### config.mk
export PLATFORM = sky130hd
export DESIGN_NAME = gn2_div
export DESIGN_NICKNAME = d
export VERILOG_FILES = /design/src/hdl/gn2_pkg.sv /design/src/hdl/gn2_div.sv
export SDC_FILE = /design/constraint.sdc
export NUM_CORES = 1
export LEC_CHECK = 0
export ABC_AREA = 1
export BUFFER_PORTS_ARGS = -buffer_cell sky130_fd_sc_hd__buf_2
export CORE_UTILIZATION = 50
export DETAILED_ROUTE_END_ITERATION = 16
export GPL_ROUTABILITY_DRIVEN = 0
export HOLD_SLACK_MARGIN = 0.05
export PLACE_DENSITY = 0.68
export SYNTH_ARGS = -nofsm -noshare
export SYNTH_HDL_FRONTEND = slang
export SYNTH_SLANG_ARGS = --single-unit
### constraint.sdc
create_clock -name clk -period 6.9 [get_ports clk]
set_input_delay 1.38 -clock clk [delete_from_list [all_inputs] [get_ports clk]]
set_output_delay 1.38 -clock clk [all_outputs]
set_load 0.03 [all_outputs]
### src/hdl/gn2_pkg.sv
// Shared constants and types for the 2-D gradient noise block.
`timescale 1ns / 1ps
package gn2_pkg;

    localparam int DEF_MAX_GRID_WIDTH  = 64;
    localparam int DEF_MAX_GRID_HEIGHT = 64;
    localparam int DEF_MAX_SCALE       = 64;

    localparam int CFG_W      = 7;    // width of each configuration register
    localparam int PADDR_W    = 4;
    localparam int PDATA_W    = 32;
    localparam int S_TDATA_W  = 72;
    localparam int M_TDATA_W  = 16;

    // pixel / (scale) with 16 fraction bits, 4 quotient bits per stage
    localparam int PIX_W      = 12;
    localparam int FRAC_W     = 16;
    localparam int QUO_W      = PIX_W + FRAC_W;
    localparam int DIV_BITS   = 4;
    localparam int DIV_STAGES = QUO_W / DIV_BITS;

    localparam int MATH_STAGES = 9;
    localparam int PIPE_STAGES = DIV_STAGES + MATH_STAGES;

    localparam int FIFO_DEPTH = 32;
    localparam int FIFO_AW    = $clog2(FIFO_DEPTH);

    localparam logic OP_WRITE = 1'b0;
    localparam logic OP_EVAL  = 1'b1;

    typedef enum logic [1:0] {
        REG_GRID_WIDTH  = 2'd0,
        REG_GRID_HEIGHT = 2'd1,
        REG_SCALE       = 2'd2
    } reg_idx_t;

    typedef struct packed {
        logic       oor;
        logic [15:0] noise;
    } result_t;

endpackage

### src/hdl/gn2_div.sv
// Pipelined restoring divider: {num, 16'b0} / den, four quotient bits per stage.
`timescale 1ns / 1ps
module gn2_div
(
    input  logic                        clk,
    input  logic [gn2_pkg::PIX_W-1:0]   num,
    input  logic [gn2_pkg::CFG_W-1:0]   den,
    output logic [gn2_pkg::QUO_W-1:0]   quo
);
    import gn2_pkg::*;

    logic [CFG_W-1:0] rem_reg  [DIV_STAGES];
    logic [QUO_W-1:0] dvd_reg  [DIV_STAGES];
    logic [QUO_W-1:0] quo_reg  [DIV_STAGES];
    logic [CFG_W-1:0] den_reg  [DIV_STAGES];

    logic [CFG_W-1:0] rem_in   [DIV_STAGES];
    logic [QUO_W-1:0] dvd_in   [DIV_STAGES];
    logic [QUO_W-1:0] quo_in   [DIV_STAGES];
    logic [CFG_W-1:0] den_in   [DIV_STAGES];
    logic [CFG_W-1:0] rem_next [DIV_STAGES];
    logic [DIV_BITS-1:0] q_next [DIV_STAGES];

    function automatic logic [CFG_W+DIV_BITS-1:0] step(input logic [CFG_W-1:0] r_in,
                                                       input logic [DIV_BITS-1:0] bits,
                                                       input logic [CFG_W-1:0] d);
        logic [CFG_W-1:0]    r;
        logic [CFG_W:0]      t;
        logic [DIV_BITS-1:0] q;
        r = r_in;
        q = '0;
        for (int i = DIV_BITS - 1; i >= 0; i--)
        begin
            t = {r, bits[i]};
            if (t >= {1'b0, d})
            begin
                r    = CFG_W'(t - {1'b0, d});
                q[i] = 1'b1;
            end
            else
            begin
                r = t[CFG_W-1:0];
            end
        end
        return {r, q};
    endfunction

    always_comb
    begin
        for (int s = 0; s < DIV_STAGES; s++)
        begin
            if (s == 0)
            begin
                rem_in[s] = '0;
                dvd_in[s] = {num, {FRAC_W{1'b0}}};
                quo_in[s] = '0;
                den_in[s] = den;
            end
            else
            begin
                rem_in[s] = rem_reg[s-1];
                dvd_in[s] = dvd_reg[s-1];
                quo_in[s] = quo_reg[s-1];
                den_in[s] = den_reg[s-1];
            end
            {rem_next[s], q_next[s]} = step(rem_in[s], dvd_in[s][QUO_W-1 -: DIV_BITS],
                                            den_in[s]);
        end
    end

    always_ff @(posedge clk)
    begin
        for (int s = 0; s < DIV_STAGES; s++)
        begin
            rem_reg[s] <= rem_next[s];
            dvd_reg[s] <= {dvd_in[s][QUO_W-DIV_BITS-1:0], {DIV_BITS{1'b0}}};
            quo_reg[s] <= {quo_in[s][QUO_W-DIV_BITS-1:0], q_next[s]};
            den_reg[s] <= den_in[s];
        end
    end

    assign quo = quo_reg[DIV_STAGES-1];

endmodule

* Word level (Yosys, flattened, before mapping)
Memories as Yosys holds them, arrays and structs flattened.
Cells that the tools add are included.
** Cells by class
- Magnitude comparators :: 28
- Bitwise operators :: 0
- Add/subtract/negate cells :: 28
- Equality and inequality tests :: 0
- Divide/modulo/power cells :: 0
- Shift-type cells :: 0
- Reductions and logical operators :: 0
- Muxes and demuxes :: 56
- $mul :: 0
** Operators by type and width (number)
- $ge A8 B7 Y1 :: 27
- $mux W7 :: 28
- $sub A7 B7 Y7 :: 27
- $mux W1 :: 28
- $ge A1 B7 Y1 :: 1
- $sub A1 B7 Y7 :: 1
** Word-level totals
- Logic and storage cells :: 116
- Bits in registers :: 0
- Memory bits (writable) :: 462
- Memories :: 4
- Input port bits :: 20
- Bits in read-only memories :: 0
- Output and inout port bits :: 28
- Latch bits :: 0
** Memory list
- quo_reg :: words 7, width 28, rd ports 7, clocked after memory_dff 0, wr ports 7, RTL line gn2_div.sv:14 : logic [QUO_W-1:0] quo_reg [DIV_STAGES];
- dvd_reg :: words 7, width 24, rd ports 6, clocked after memory_dff 0, wr ports 7, RTL line gn2_div.sv:13 : logic [QUO_W-1:0] dvd_reg [DIV_STAGES];
- den_reg :: words 7, width 7, rd ports 6, clocked after memory_dff 0, wr ports 7, RTL line gn2_div.sv:15 : logic [CFG_W-1:0] den_reg [DIV_STAGES];
- rem_reg :: words 7, width 7, rd ports 6, clocked after memory_dff 0, wr ports 7, RTL line gn2_div.sv:12 : logic [CFG_W-1:0] rem_reg [DIV_STAGES];

* Longest topological paths before layout
Gate-level depths: netlist (run 1).
An unclocked memory read counts as a cell.
- Depth in word-level cells :: 9
- Mapped depth :: 49
- Mapped depth without buffers :: 48

* Worst setup path before layout (run 1)
No wires, ideal clock.
- Path type :: input to register
- Start point :: input port num[11] in the netlist's numbering
- End point :: memory rem_reg[0][5]
- Cell stages on the path :: 37
- Arrival time :: 6.400 ns
- Setup slack :: 0.386 ns
- Data required time :: 6.786 ns
- Library setup time :: 0.114 ns
- Buffers on the path :: 1
- Cells stage by stage :: inv_1 -> ha_1 -> o21ai_1 -> nor2_2 -> inv_1 -> or2_0 -> o21ai_0 -> inv_1 -> fa_1 -> inv_1 -> nand4_1 -> o211ai_1 -> nand2_1 -> nand3_1 -> inv_1 -> nand2_1 -> o21ai_1 -> ha_1 -> nand2_1 -> o21ai_0 -> a31oi_1 -> nand2_1 -> nand2_1 -> nand3_1 -> buf_2 -> o21ai_1 -> fa_1 -> nand3_1 -> nand2_1 -> nand2_1 -> nand2_1 -> a21oi_1 -> inv_1 -> a211oi_2 -> nand2_2 -> nand2_1 -> nand2_1
** RTL lines
- from (decl) :: RTL line gn2_div.sv:6 : input logic [gn2_pkg::PIX_W-1:0] num,
- to (decl) :: RTL line gn2_div.sv:12

==> run_results.csv, run 1 <==
group,metric,value,unit
clock_tree,cts.path.max_buffers,3,
critical_path,worst-setup-path-type,"flop to flop",
timing,finalSetupTns,0,ns
synthesis,synthFlopType,"dfxtp_1",
routing,vias,12000,
placed_design,dp.cells,2329,
synthesis,synthArstFlopShare,0,
floorplanning,design.die.area,0.0292,mm^2
critical_path,crit_required,7.36,ns
clock_tree,clkSinkCount,208,
critical_path,crit_family,"simple AND/OR/NAND/NOR gates",
layout,largest_reg_flops,112,
grt,grt_max_degree,15,
critical_path,cp_num_buf_inv,6,
floorplanning,num_io_pins,48,
routing,drt-initial-drc-count,570,
synthesis,synthAdderAreaFrac,0.177,
grt,grt_pass1_vias,11500,
timing,final.setup.worst_slack,0.608,ns
critical_path,crit_path_max_fanout,11,
timing,finalMaxSlewViolations,0,
critical_path,end_kind,"flop",
synthesis,synth_warnings,0,
layout,finalNonFillerCells,2383,
floorplanning,dieHeight,171,um
critical_path,r2r_slack,0.61,ns
synthesis,synth_edf_count,0,
synthesis,syn_nets,2115,
clock_tree,h-tree-depth,1,
run_status,outcome,"completed",
timing,skew,0.00857,ns
placed_design,dp_slack,-0.0668,ns
clock_tree,clock_tree.root_cell,"clkbuf_16",
placed_design,dp_hpwl,24200,um
job,drv_cap,0,
synthesis,syn_area,0.0143,mm^2
floorplanning,start_util,0.511,
grt,antenna_found_initial,0,
layout,utilization,0.572,
floorplanning,rows,61,
timing,finalCritPeriodShare,0.912,
clock_tree,cts_tree,"built",
floorplanning,fp.dieW,171,um
synthesis,synth_mux_area_frac,0,
clock_tree,cts_inserted_buffers,24,
placed_design,port_buffers,47,
synthesis,ys_ff_latch,208,
layout,final_common_cell,"nand2_1",
floorplanning,core_area,0.0279,mm^2
critical_path,crit_arrival,6.75,ns
synthesis,synthCells,1902,
layout,final_cell_mix,"nand2_1 (475), inv_1 (245), dfxtp_1 (204)",
layout,fin_nets,2199,
critical_path,path_common_cell,"nand2_1",
timing,min_period,6.29,ns
grt,grt_overflow,0,
synthesis,synth_compound_area_frac,0.0956,
hold_path,hp-class,"flop to flop",
critical_path,slowest_delay,0.37,ns
critical_path,worstSetupStartpointType,"flop",
synthesis,synth_top_family_by_area,"simple AND/OR/NAND/NOR gates",
clock_tree,clock_latency,0.51,ns
routing,drtPass1Iterations,6,
grt,grt_util_all_layers,0.219,
layout,area_growth,11.8,%
critical_path,crit_path_top_delay_cell,"fa_1",
synthesis,synth.distinct_cells,49,
timing,tightest_slew,0.391,ns
routing,routed_wl,30700,um
synthesis,synth-simple-area-share,0.290,
timing,hold_viol,0,
routing,drtAntennaViolNets,0,
routing,wl_per_cell,12.9,um
timing,setup_viol,0,
routing,route.detailed.drc,0,
synthesis,syn_avg_cell_area,7.51,um^2
timing,relSlewSlack,0.737,
grt,grt_pass1_wl,52900,um
layout,final_layout_size_suffix_gt1_frac,0.136,
synthesis,yosysSeqAreaShare,0.291,
synthesis,yosys.area_share.xor_xnor,0.0674,
routing,vias_per_cell,5.05,
timing,fmax,0.159,GHz
clock_tree,clkSlewWorstSetupHoldPaths,0.06,ns
layout,num-fill-cells,2621,
through the flow:
step                      cell area [um^2]  hold slack [ns]
after global routing                 16000            0.325
final                                16000            0.322
after floorplan                      14300            0.310
after CTS                            15800            0.323
after global placement               15000            0.310
after detailed placement             15000            0.312
cell type report:
| cell class | instances | area, um^2 | area share |
|---|---|---|---|
| Tap cell | 378 | 473 | 0.0296 |
| Antenna cell | 1 | 2.50 | 0.000157 |
| Sequential cell | 208 | 4170 | 0.261 |
| Timing Repair Buffer | 73 | 430 | 0.0270 |
| Clock inverter | 15 | 161 | 0.0101 |
| Multi-Input combinational cell | 1418 | 9100 | 0.570 |
| Clock buffer | 29 | 651 | 0.0407 |
| Inverter | 261 | 980 | 0.0614 |
cells by family (layout without fill, tap and decap cells):
family / Yosys count / in the layout
simple gates: 884 / 884
buf+inv: 276 / 378
compound gates: 231 / 231
flops: 208 / 208
fa+ha+maj: 193 / 193
xor+xnor: 110 / 110
other cells: 0 / 1
per-layer routing:
metal  wire length, um  share of wire  GRT usage
met5                 0              0          0
met4               728          0.024     0.0656
met3              1120          0.036     0.0254
met2             14400           0.47      0.380
met1             14400           0.47      0.283
cells in the mapped netlist, types with 12 or more instances:
cell,n,share of area
a21o_1,13,0.0068
a21oi_1,113,0.040
dfxtp_1,208,0.29
fa_1,15,0.021
ha_1,178,0.16
inv_1,246,0.065
inv_2,15,0.0039
nand2_1,476,0.13
nand2_2,28,0.012
nand3_1,153,0.054
nand3_2,21,0.015
nand3b_1,13,0.0068
nand4_1,23,0.010
nor2_1,96,0.025
nor2_2,18,0.0079
o21ai_0,32,0.011
o21ai_1,25,0.0088
or2_2,12,0.0053
xnor2_1,42,0.026
xor2_1,68,0.042
worst paths after layout:
path	start	end	cells past startpoint
setup / recovery	dvd_reg[1][23]	rem_reg[2][0]	45
hold / removal	quo_reg[4][6]	quo_reg[5][10]	0
setup reg to reg	dvd_reg[1][23]	rem_reg[2][0]	45
hold reg to reg	quo_reg[4][6]	quo_reg[5][10]	0
worst register-to-register path, delay by kind of cell, from the launching register on:
family                     cells  cell delay (ns)
DFF                            1             0.31
adders and majority gates      5             1.51
AOI/OAI and AO/OA             11             1.63
buffers and inverters          6             0.52
and+or+nand+nor               23             2.26
timing repair:
action / in CTS / in global routing
hold buffers: 0 / 0
setup buffers: 0 / 9
resized for setup: 0 / 31
setup endpoints to repair: 0 / 39
Power of run 1 is not shown: default switching activity piles up to over one toggle a cycle in this logic, so the estimate is an artifact.
==> run 2: changes to the inputs <==
Settings changed: MAX_ROUTING_LAYER set to met4.
==> run_results.csv, run 2 (synthesized netlist as in run 1, its figures left out) <==
group,metric,value,unit
critical_path,startpoint,"den_reg[0][3]",
timing,fmax,0.159,GHz
floorplanning,start_util,0.511,
clock_tree,cts_tree,"built",
critical_path,end_kind,"flop",
timing,skew,0.00919,ns
floorplanning,num_io_pins,48,
layout,final_cell_mix,"nand2_1 (475), inv_1 (245), dfxtp_1 (204)",
run_status,outcome,"completed",
grt,grt_overflow,0,
clock_tree,clkSlewWorstSetupHoldPaths,0.06,ns
routing,drtPass1Iterations,5,
layout,area_growth,11.9,%
clock_tree,clkSinkCount,208,
layout,fin_nets,2199,
layout,utilization,0.572,
critical_path,path_common_cell,"nand2_1",
routing,wl_per_cell,12.9,um
timing,tightest_slew,0.391,ns
floorplanning,design.die.area,0.0292,mm^2
layout,num-fill-cells,2617,
routing,vias,12000,
critical_path,crit_arrival,6.72,ns
layout,largest_reg_flops,112,
timing,hold_viol,0,
grt,antenna_found_initial,0,
floorplanning,dieHeight,171,um
hold_path,min_from,"quo_reg[4][16]",
timing,finalSetupTns,0,ns
timing,finalCritPeriodShare,0.914,
critical_path,slowest_delay,0.44,ns
clock_tree,cts_inserted_buffers,24,
clock_tree,clock_tree.root_cell,"clkbuf_16",
timing,setup_viol,0,
grt,grt_pass1_wl,53000,um
grt,grt_max_degree,15,
clock_tree,cts.path.max_buffers,3,
clock_tree,clock_latency,0.51,ns
floorplanning,fp.dieW,171,um
routing,routed_wl,30600,um
critical_path,crit_required,7.31,ns
timing,min_period,6.31,ns
layout,multi_input_area,0.00912,mm^2
critical_path,crit_path_max_fanout,9,
routing,drt-initial-drc-count,545,
layout,design_area,0.0160,mm^2
layout,regArea,0.00417,mm^2
routing,route.detailed.drc,0,
placed_design,dp_hpwl,24200,um
grt,grt_pass1_vias,11500,
layout,final_layout_size_suffix_gt1_frac,0.136,
critical_path,worst-setup-path-type,"flop to flop",
routing,vias_per_cell,5.06,
floorplanning,rows,61,
job,drv_cap,0,
placed_design,dpl_cell_area,0.0150,mm^2
floorplanning,core_area,0.0279,mm^2
grt,grt_util_all_layers,0.226,
placed_design,port_buffers,47,
clock_tree,h-tree-depth,1,
timing,whs,0.322,ns
critical_path,rr_startpoint,"den_reg[0][3]",
critical_path,crit_path_top_delay_cell,"fa_1",
hold_path,hp-class,"flop to flop",
timing,relSlewSlack,0.737,
timing,finalMaxSlewViolations,0,
critical_path,worstSetupStartpointType,"flop",
layout,final_common_cell,"nand2_1",
routing,drtAntennaViolNets,0,
[run 2: cell counts in the layout (fill, tap and decap cells not counted)]
Identical to the previous run, type by type.
[run 2: area by class of cell]
cell class	count	area share
Sequential cell	208	0.261
Antenna cell	1	0.000157
Multi-Input combinational cell	1418	0.570
Clock inverter	15	0.0101
Timing Repair Buffer	73	0.0269
Inverter	261	0.0613
Clock buffer	29	0.0407
Tap cell	378	0.0296
[run 2: worst paths after layout]
check	endpoint	slack [ns]	depth (start not counted)
worst max-delay path	rem_reg[1][2]	0.59	45
worst min-delay path	quo_reg[5][20]	0.32	0
worst max register to register	rem_reg[1][2]	0.59	45
worst min register to register	quo_reg[5][20]	0.32	0
[run 2: critical path: cells and delay by family (launching register included)]
kind                     cells  cell delay, ns
AND/OR/NAND/NOR             26            2.74
flip-flops                   1            0.33
adder cells (fa/ha/maj)      4            1.57
buffers and inverters        8            0.73
AO/OA/AOI/OAI                7            0.80
[run 2: timing repair]
item | in CTS | in global routing
hold buffers | 0 | 0
resized for setup | 0 | 33
setup buffers | 0 | 9
setup endpoints to repair | 0 | 39
[run 2: per-layer routing]
metal  vias to the layer above  part of all wire  global-route usage  wire, um
met5                         -                 0                   -         0
met4                         0             0.025              0.0648       752
met3                        59             0.035              0.0261      1060
met2                       184              0.47               0.381     14400
met1                      5445              0.47               0.284     14400
li1                       6360                 -                   -         -
[run 2: metrics by stage]
stage	setup slack, ns	cells
final	0.592	2383
after global routing	-0.0218	2382
after CTS	0.132	2373
after detailed placement	-0.0668	2329
after global placement	0.195	2329
after floorplan	0.386	1902
Power of run 2 is left out for the same reason.
